<file path="src/hw/rtl/abp_pkg.sv">
// Shared types, constants and helpers for the axis-sort block partitioner.
// No dependencies.
package abp_pkg;

  localparam int MAX_POINTS_DEF = 64;
  localparam int MAX_GROUPS_DEF = 16;

  localparam int CoordW = 32;
  localparam int WeightW = 16;
  localparam int GrpW = 5;
  localparam int PartW = 12;
  localparam int IdxW = 6;
  localparam int CfgW = 5;
  localparam int CfgAddrW = 2;

  localparam logic [CfgAddrW-1:0] REG_WEIGHTED = 2'd0;
  localparam logic [CfgAddrW-1:0] REG_GROUPS_X = 2'd1;
  localparam logic [CfgAddrW-1:0] REG_GROUPS_Y = 2'd2;
  localparam logic [CfgAddrW-1:0] REG_GROUPS_Z = 2'd3;

  typedef struct packed {
    logic signed [CoordW-1:0] x;
    logic signed [CoordW-1:0] y;
    logic signed [CoordW-1:0] z;
    logic [WeightW-1:0]       w;
  } pt_t;

  typedef struct packed {
    logic            weighted;
    logic [GrpW-1:0] gx;
    logic [GrpW-1:0] gy;
    logic [GrpW-1:0] gz;
  } cfg_t;

  // Zero means one group; counts above the limit saturate.
  function automatic logic [GrpW-1:0] eff_groups(logic [GrpW-1:0] g, int maxg);
    logic [GrpW-1:0] r;
    r = g;
    if (g == '0) r = GrpW'(1);
    else if (int'(g) > maxg) r = GrpW'(maxg);
    return r;
  endfunction

endpackage

</file>
<file path="src/hw/rtl/abp_ctrl.sv">
// Load counter, rank sort, axis split and result sequencer.
// Holds the sorted order and partition memories. Depends on abp_pkg.
module abp_ctrl #(
  parameter int MAX_POINTS = abp_pkg::MAX_POINTS_DEF,
  parameter int MAX_GROUPS = abp_pkg::MAX_GROUPS_DEF
) (
  input  logic                          clk,
  input  logic                          rst,
  input  logic                          start,
  input  logic                          last_point,
  input  logic [abp_pkg::WeightW-1:0]   weight,
  input  abp_pkg::cfg_t                 cfg,
  input  abp_pkg::pt_t                  pt_rdata,
  output logic                          busy,
  output logic                          pt_we,
  output logic [$clog2(MAX_POINTS)-1:0] pt_waddr,
  output logic [$clog2(MAX_POINTS)-1:0] pt_raddr,
  output logic                          result_valid,
  output logic [abp_pkg::IdxW-1:0]      point_index,
  output logic [abp_pkg::PartW-1:0]     partition_id,
  output logic                          overflow,
  output logic                          last_result
);
  import abp_pkg::*;

  localparam int AW = $clog2(MAX_POINTS);
  localparam int CW = $clog2(MAX_POINTS + 1);
  localparam int TW0 = WeightW + CW;
  localparam int TW = TW0 + GrpW;

  localparam logic [3:0] S_IDLE     = 4'd0;
  localparam logic [3:0] S_SETUP    = 4'd1;
  localparam logic [3:0] S_DIV      = 4'd2;
  localparam logic [3:0] S_RK_RD    = 4'd3;
  localparam logic [3:0] S_RK_LAT   = 4'd4;
  localparam logic [3:0] S_RK_SCAN  = 4'd5;
  localparam logic [3:0] S_RK_DRAIN = 4'd6;
  localparam logic [3:0] S_WK_INIT  = 4'd7;
  localparam logic [3:0] S_WK_RD    = 4'd8;
  localparam logic [3:0] S_WK_P     = 4'd9;
  localparam logic [3:0] S_WK_UPD   = 4'd10;
  localparam logic [3:0] S_EMIT     = 4'd11;
  localparam logic [3:0] S_EMIT_END = 4'd12;

  localparam logic [1:0] AX_X = 2'd0;
  localparam logic [1:0] AX_Y = 2'd1;
  localparam logic [1:0] AX_Z = 2'd2;

  logic [3:0]       state;
  logic [1:0]       axis;
  logic [CW-1:0]    count;
  logic             dropped;
  logic [TW0-1:0]   total;
  logic [CW-1:0]    n_run;
  logic             ovf_run;
  logic [TW0-1:0]   tot_run;
  logic [GrpW-1:0]  g;
  logic [PartW-1:0] mult;
  logic [CW-1:0]    q;
  logic [CW-1:0]    r;
  logic [AW-1:0]    i;
  logic [AW-1:0]    j;
  logic [AW-1:0]    k;
  logic [AW-1:0]    cmp_j;
  logic             cmp_v;
  logic [AW-1:0]    rank;
  logic [CoordW-1:0] key_i;
  logic [AW-1:0]    p;
  logic [GrpW-1:0]  cg;
  logic [CW-1:0]    cnt;
  logic [GrpW-1:0]  wj;
  logic [TW-1:0]    thr;
  logic [TW-1:0]    accg;
  logic [AW-1:0]    oidx;
  logic             olast;

  logic [AW-1:0]    srt_mem [MAX_POINTS];
  logic [AW-1:0]    srt_rd;
  logic [PartW-1:0] part_mem [MAX_POINTS];
  logic [PartW-1:0] part_rd;
  logic [AW-1:0]    part_raddr;
  logic             part_we;
  logic [PartW-1:0] part_wdata;

  logic             accept;
  logic             stored;
  logic [CoordW-1:0] key_rd;
  logic             less;
  logic [GrpW-1:0]  nx;
  logic [GrpW-1:0]  ny;
  logic [GrpW-1:0]  nz;
  logic             adv;
  logic [GrpW-1:0]  grp;
  logic [CW:0]      size;
  logic             last_pos;

  assign accept = start && (state == S_IDLE);
  assign stored = (32'(count) < MAX_POINTS);
  assign pt_we = accept && stored;
  assign pt_waddr = count[AW-1:0];
  assign busy = (state != S_IDLE);

  assign nx = eff_groups(cfg.gx, MAX_GROUPS);
  assign ny = eff_groups(cfg.gy, MAX_GROUPS);
  assign nz = eff_groups(cfg.gz, MAX_GROUPS);

  always_comb begin
    case (axis)
      AX_X:    key_rd = pt_rdata.x;
      AX_Y:    key_rd = pt_rdata.y;
      default: key_rd = pt_rdata.z;
    endcase
  end

  // Equal keys rank by load order, which keeps the sort stable.
  assign less = ($signed(key_rd) < $signed(key_i)) || ((key_rd == key_i) && (cmp_j < i));

  always_comb begin
    case (state)
      S_RK_RD:  pt_raddr = i;
      S_WK_P:   pt_raddr = srt_rd;
      S_WK_UPD: pt_raddr = p;
      default:  pt_raddr = j;
    endcase
    case (state)
      S_WK_P:  part_raddr = srt_rd;
      S_EMIT:  part_raddr = k;
      default: part_raddr = p;
    endcase
  end

  assign adv = cfg.weighted && (wj < g - GrpW'(1)) && (accg >= thr);
  assign grp = cfg.weighted ? wj : cg;
  assign size = (32'(cg) < 32'(r)) ? ((CW+1)'(q) + 1'b1) : (CW+1)'(q);
  assign last_pos = ((CW)'(k) == n_run - 1'b1);
  assign part_we = (state == S_WK_UPD) && !adv;
  assign part_wdata = ((axis == AX_X) ? '0 : part_rd) + PartW'(mult * grp);

  always_ff @(posedge clk) begin
    srt_rd <= srt_mem[k];
    if (state == S_RK_DRAIN) begin
      srt_mem[rank + AW'(less)] <= i;
    end
    part_rd <= part_mem[part_raddr];
    if (part_we) begin
      part_mem[p] <= part_wdata;
    end
  end

  always_ff @(posedge clk) begin
    if (rst) begin
      state <= S_IDLE;
      count <= '0;
      dropped <= 1'b0;
      total <= '0;
      result_valid <= 1'b0;
      cmp_v <= 1'b0;
      axis <= AX_X;
    end else begin
      result_valid <= (state == S_EMIT);
      case (state)
        S_IDLE: begin
          if (accept) begin
            if (last_point) begin
              n_run <= count + CW'(stored);
              ovf_run <= dropped || !stored;
              tot_run <= total + (stored ? TW0'(weight) : '0);
              count <= '0;
              dropped <= 1'b0;
              total <= '0;
              axis <= AX_X;
              state <= S_SETUP;
            end else if (stored) begin
              count <= count + 1'b1;
              total <= total + TW0'(weight);
            end else begin
              dropped <= 1'b1;
            end
          end
        end
        S_SETUP: begin
          case (axis)
            AX_X: begin
              g <= nx;
              mult <= PartW'(1);
            end
            AX_Y: begin
              g <= ny;
              mult <= PartW'(nx);
            end
            default: begin
              g <= nz;
              mult <= PartW'(nx) * PartW'(ny);
            end
          endcase
          q <= '0;
          r <= n_run;
          state <= S_DIV;
        end
        // Even split sizes by repeated subtraction: q = n / g, r = n mod g.
        S_DIV: begin
          if (32'(r) >= 32'(g)) begin
            r <= r - CW'(g);
            q <= q + 1'b1;
          end else begin
            i <= '0;
            state <= S_RK_RD;
          end
        end
        S_RK_RD: state <= S_RK_LAT;
        S_RK_LAT: begin
          key_i <= key_rd;
          j <= '0;
          rank <= '0;
          cmp_v <= 1'b0;
          state <= S_RK_SCAN;
        end
        S_RK_SCAN: begin
          cmp_v <= 1'b1;
          cmp_j <= j;
          if (cmp_v && less) rank <= rank + 1'b1;
          if (CW'(j) == n_run - 1'b1) state <= S_RK_DRAIN;
          else j <= j + 1'b1;
        end
        S_RK_DRAIN: begin
          cmp_v <= 1'b0;
          if (CW'(i) == n_run - 1'b1) begin
            state <= S_WK_INIT;
          end else begin
            i <= i + 1'b1;
            state <= S_RK_RD;
          end
        end
        S_WK_INIT: begin
          k <= '0;
          cg <= '0;
          cnt <= '0;
          wj <= '0;
          thr <= TW'(tot_run);
          accg <= '0;
          state <= S_WK_RD;
        end
        S_WK_RD: state <= S_WK_P;
        S_WK_P: begin
          p <= srt_rd;
          state <= S_WK_UPD;
        end
        S_WK_UPD: begin
          if (adv) begin
            wj <= wj + 1'b1;
            thr <= thr + TW'(tot_run);
          end else begin
            if (cfg.weighted) begin
              accg <= accg + TW'(pt_rdata.w) * TW'(g);
            end else if ((CW+1)'(cnt) + 1'b1 == size) begin
              cg <= cg + 1'b1;
              cnt <= '0;
            end else begin
              cnt <= cnt + 1'b1;
            end
            if (last_pos) begin
              k <= '0;
              if (axis == AX_Z) begin
                state <= S_EMIT;
              end else begin
                axis <= axis + 1'b1;
                state <= S_SETUP;
              end
            end else begin
              k <= k + 1'b1;
              state <= S_WK_RD;
            end
          end
        end
        S_EMIT: begin
          if (last_pos) state <= S_EMIT_END;
          else k <= k + 1'b1;
        end
        S_EMIT_END: state <= S_IDLE;
        default: state <= S_IDLE;
      endcase
    end
  end

  always_ff @(posedge clk) begin
    oidx <= k;
    olast <= last_pos;
  end

  assign point_index = IdxW'(oidx);
  assign partition_id = part_rd;
  assign overflow = ovf_run;
  assign last_result = result_valid && olast;

endmodule

</file>
<file path="config.mk">
export PLATFORM = sky130hd
export DESIGN_NAME = abp_ctrl
export DESIGN_NICKNAME = d
export VERILOG_FILES = /design/src/hw/rtl/abp_pkg.sv /design/src/hw/rtl/abp_ctrl.sv
export SDC_FILE = /design/constraint.sdc
export NUM_CORES = 2
export LEC_CHECK = 0
export BUFFER_PORTS_ARGS = -buffer_cell sky130_fd_sc_hd__clkbuf_2
export CAP_MARGIN = 20
export CORE_MARGIN = 2
export CORE_UTILIZATION = 48
export DETAILED_ROUTE_END_ITERATION = 6
export PLACE_DENSITY = 0.71
export SYNTH_ARGS = -nofsm -noshare
export SYNTH_HDL_FRONTEND = slang
export SYNTH_SLANG_ARGS = --single-unit
</file>
<file path="constraint.sdc">
create_clock -name clk -period 19.6 [get_ports clk]
set_input_delay 3.92 -clock clk [delete_from_list [all_inputs] [get_ports clk]]
set_output_delay 3.92 -clock clk [all_outputs]
set_load 0.02 [all_outputs]
</file>
==> qor.yml <==
clock_network:
  cts_resized: 0
  cts_buffer_depth: 3
  cts_buffers: 146
  cts_root_buffer: "clkbuf_16"
  cts_setup_buffers: 0
  hold_buffers: 0
  cts.clk_slew.worst_paths_ns: 0.06
  cts_sinks: 1417
  tritoncts: "built"
  clk_latency_ns: 0.80
  cts_max_level: 4
global_routing:
  grt_overflow: 0
  grt_max_degree: 115
  grtUsageTotal_pct: 21.8
  antenna_found_initial: 7
  grt_pass1_vias: 38503
  grt_pass1_wl_mm: 233
timing:
  drv_slew: 0
  clock_skew_ns: 0.0393
  fin_crit_ns: 8.51
  hold_viol: 0
  fmax_mhz: 117
  max_slew_margin_pct: 18.3
  layout_setup_ws_ns: 11.09
  worstMarginPinSlew_ns: 1.23
  rsz0062_at_grt: "false"
  post-route-period-util_pct: 43.4
  setup_viol: 0
  tns_ns: 0
yosys:
  synth-main-ff-cell: "edfxtp_1"
  ys.warnings.count: 0
  synth.most_common_cell: "edfxtp_1"
  seq_area_frac_synth_pct: 63.6
  yosys.area.top_type: "edfxtp_1"
  syn_area_per_cell_um2: 15.1
  synth_common_cells: "edfxtp_1, nand2_1, nor2_1"
  ys_types: 74
  syn-num-nets: 4825
  ys_top_cells_by_area: "edfxtp_1, mux4_2, ha_1, fa_1, nand2_1"
  ys_async_sr_fraction_pct: 0
  syn-cell-area_um2: 65900
  synthCells: 4355
  synth_edf_count: 1353
  synth_top_area_share_pct: 61.7
  ys_seq_elements: 1417
floorplan:
  die_h_um: 374
  ios: 183
  coreArea_um2: 136000
  die_x_um: 374
  die-area_um2: 140000
  placementRows: 135
  start_util_pct: 48.5
cells_and_area:
  area_growth_pct: 12.6
  fin_nets: 5085
  layout-drive-gt1-share_pct: 18.1
  final_area_um2: 74200
placement:
  io_buffers: 182
  placed_area_um2: 69300
  place_ws_ns: 10.33
  hpwl_mm: 97.3
  gp_congestion: 0.878
critical_path:
  critPathCaptureType: "flip-flop"
  worst_setup_path_start_kind: "primary input"
  critPathArrivalTime_ns: 9.00
  worstSetupPathType: "in -> reg"
  worstPathRequired_ns: 20.08
  critPathMaxFanout: 64
detailed_routing:
  drt_wl_total_mm: 153
  routed-wl-met3_mm: 12.0
  drtIter0Drc: 4112
  vias: 38362
  wl_per_cell_um: 23.5
  drc_errors: 0
  routedLengthMet1_mm: 63.7
  vias_per_cell: 5.89
  dr.pass1.iters: 6
  drtAntennaViolNets: 0
  met2WireLength_mm: 74.1
  top_layer_used: "met5"
run:
  cap_violations: 0
outcome:
  status: "completed"
power_and_ir_drop:
  power.leakage_nw: 26.1
  power_mw: 6.89
  power_density_nw_per_um2: 93.0
  irDropWorstVdd_v: 0.0000609
min_path:
  hp-class: "reg -> reg"
## power breakdown
part | total, mW | internal (mW) | leakage, nW | switching, mW
logic | 0.768 | 0.303 | 11.0 | 0.465
clock network | 2.74 | 1.56 | 2.29 | 1.18
registers | 3.39 | 3.35 | 12.8 | 0.0338
total | 6.89 | 5.22 | 26.1 | 1.67
## critical path: stages
cell and delay (ns):
clkbuf_2 0.26, mux2_2 0.46, and2_1 0.20, fa_1 0.51
inv_1 0.06, fa_1 0.49, fa_1 0.49, inv_1 0.04
ha_1 0.36, a21oi_1 0.30, o21bai_1 0.10, a21oi_1 0.29
o21ai_0 0.31, a21o_1 0.25, a21oi_1 0.23, xnor2_2 0.14
buf_4 0.53
## cells in the final DEF (no fill, tap or decap), types with 54 or more instances in the layout
cell type | netlist | layout
clkbuf_16 | 0 | 147
a22oi_1 | 126 | 126
ha_1 | 216 | 212
a21oi_1 | 142 | 138
xor2_1 | 72 | 70
a21o_1 | 58 | 57
clkbuf_2 | 0 | 183
o21ai_0 | 121 | 120
mux4_2 | 296 | 296
nand3_1 | 77 | 77
nand2_1 | 380 | 379
and2_1 | 75 | 75
xnor2_1 | 111 | 105
edfxtp_1 | 1353 | 1353
nor2b_1 | 54 | 54
inv_1 | 226 | 226
fa_1 | 106 | 105
dfxtp_1 | 64 | 64
nor2_1 | 328 | 325
buf_4 | 13 | 99
## through the flow
| stage | std cells | hold slack, ns | utilization (%) |
|---|---|---|---|
| 2_1_floorplan | 4355 | 0.346 | - |
| 3_3_place_gp | 6211 | 0.468 | 50.9 |
| 3_5_place_dp | 6233 | 0.467 | 51.0 |
| 4_1_cts | 6495 | 0.471 | 54.5 |
| 5_1_grt | 6512 | 0.502 | 54.6 |
| 6_report | 6512 | 0.469 | 54.6 |
## flip-flops by register name, summed over array words and instances (netlist names), 7 cells and up
signal	count
part_mem	768
n_run	7
thr	28
srt_mem	384
q	7
cnt	7
partition_id	12
count	7
key_i	32
accg	28
tot_run	23
total	23
mult	10
r	7
## final cells by class
cell class	instances	area, um2
clock inverters	89	906
fillers	10611	61600
well taps	1781	2230
multi-input cells	2522	22500
diodes	2	5.00
inverters	227	852
clock buffers	173	3820
flip-flops and latches	1417	41900
repair buffers	301	1910
## worst paths after layout
kind | start | to | slack, ns | depth (start not counted)
setup reg to reg | axis[0]$_SDFFE_PP0P_ | srt_mem[39][3]$_DFFE_PP_ | 13.04 | 21
hold reg to reg | srt_rd[4]$_DFF_P_ | p[4]$_DFFE_PP_ | 0.47 | 0
setup / recovery | cfg[15] | part_mem[25][11]$_DFFE_PP_ | 11.09 | 17
hold / removal | srt_rd[4]$_DFF_P_ | p[4]$_DFFE_PP_ | 0.47 | 0
## cell families after synthesis
logic type               after synthesis  share of synthesized area (%)
AO/OA/AOI/OAI                        624                           6.25
AND/OR/NAND/NOR                     1072                           7.34
flip-flops                          1417                           63.6
multiplexers                         320                           10.5
XOR/XNOR                             184                           2.47
adder cells (fa/ha/maj)              322                           7.32
buffers and inverters                416                           2.51
## routing by layer
| metal | up-vias | track usage, % |
|---|---|---|
| li1 | 17071 | - |
| met1 | 19464 | 30.4 |
| met2 | 1615 | 35.5 |
| met3 | 210 | 3.94 |
| met4 | 2 | 5.71 |
| met5 | - | 0 |
(Power assumes the default switching activity.)
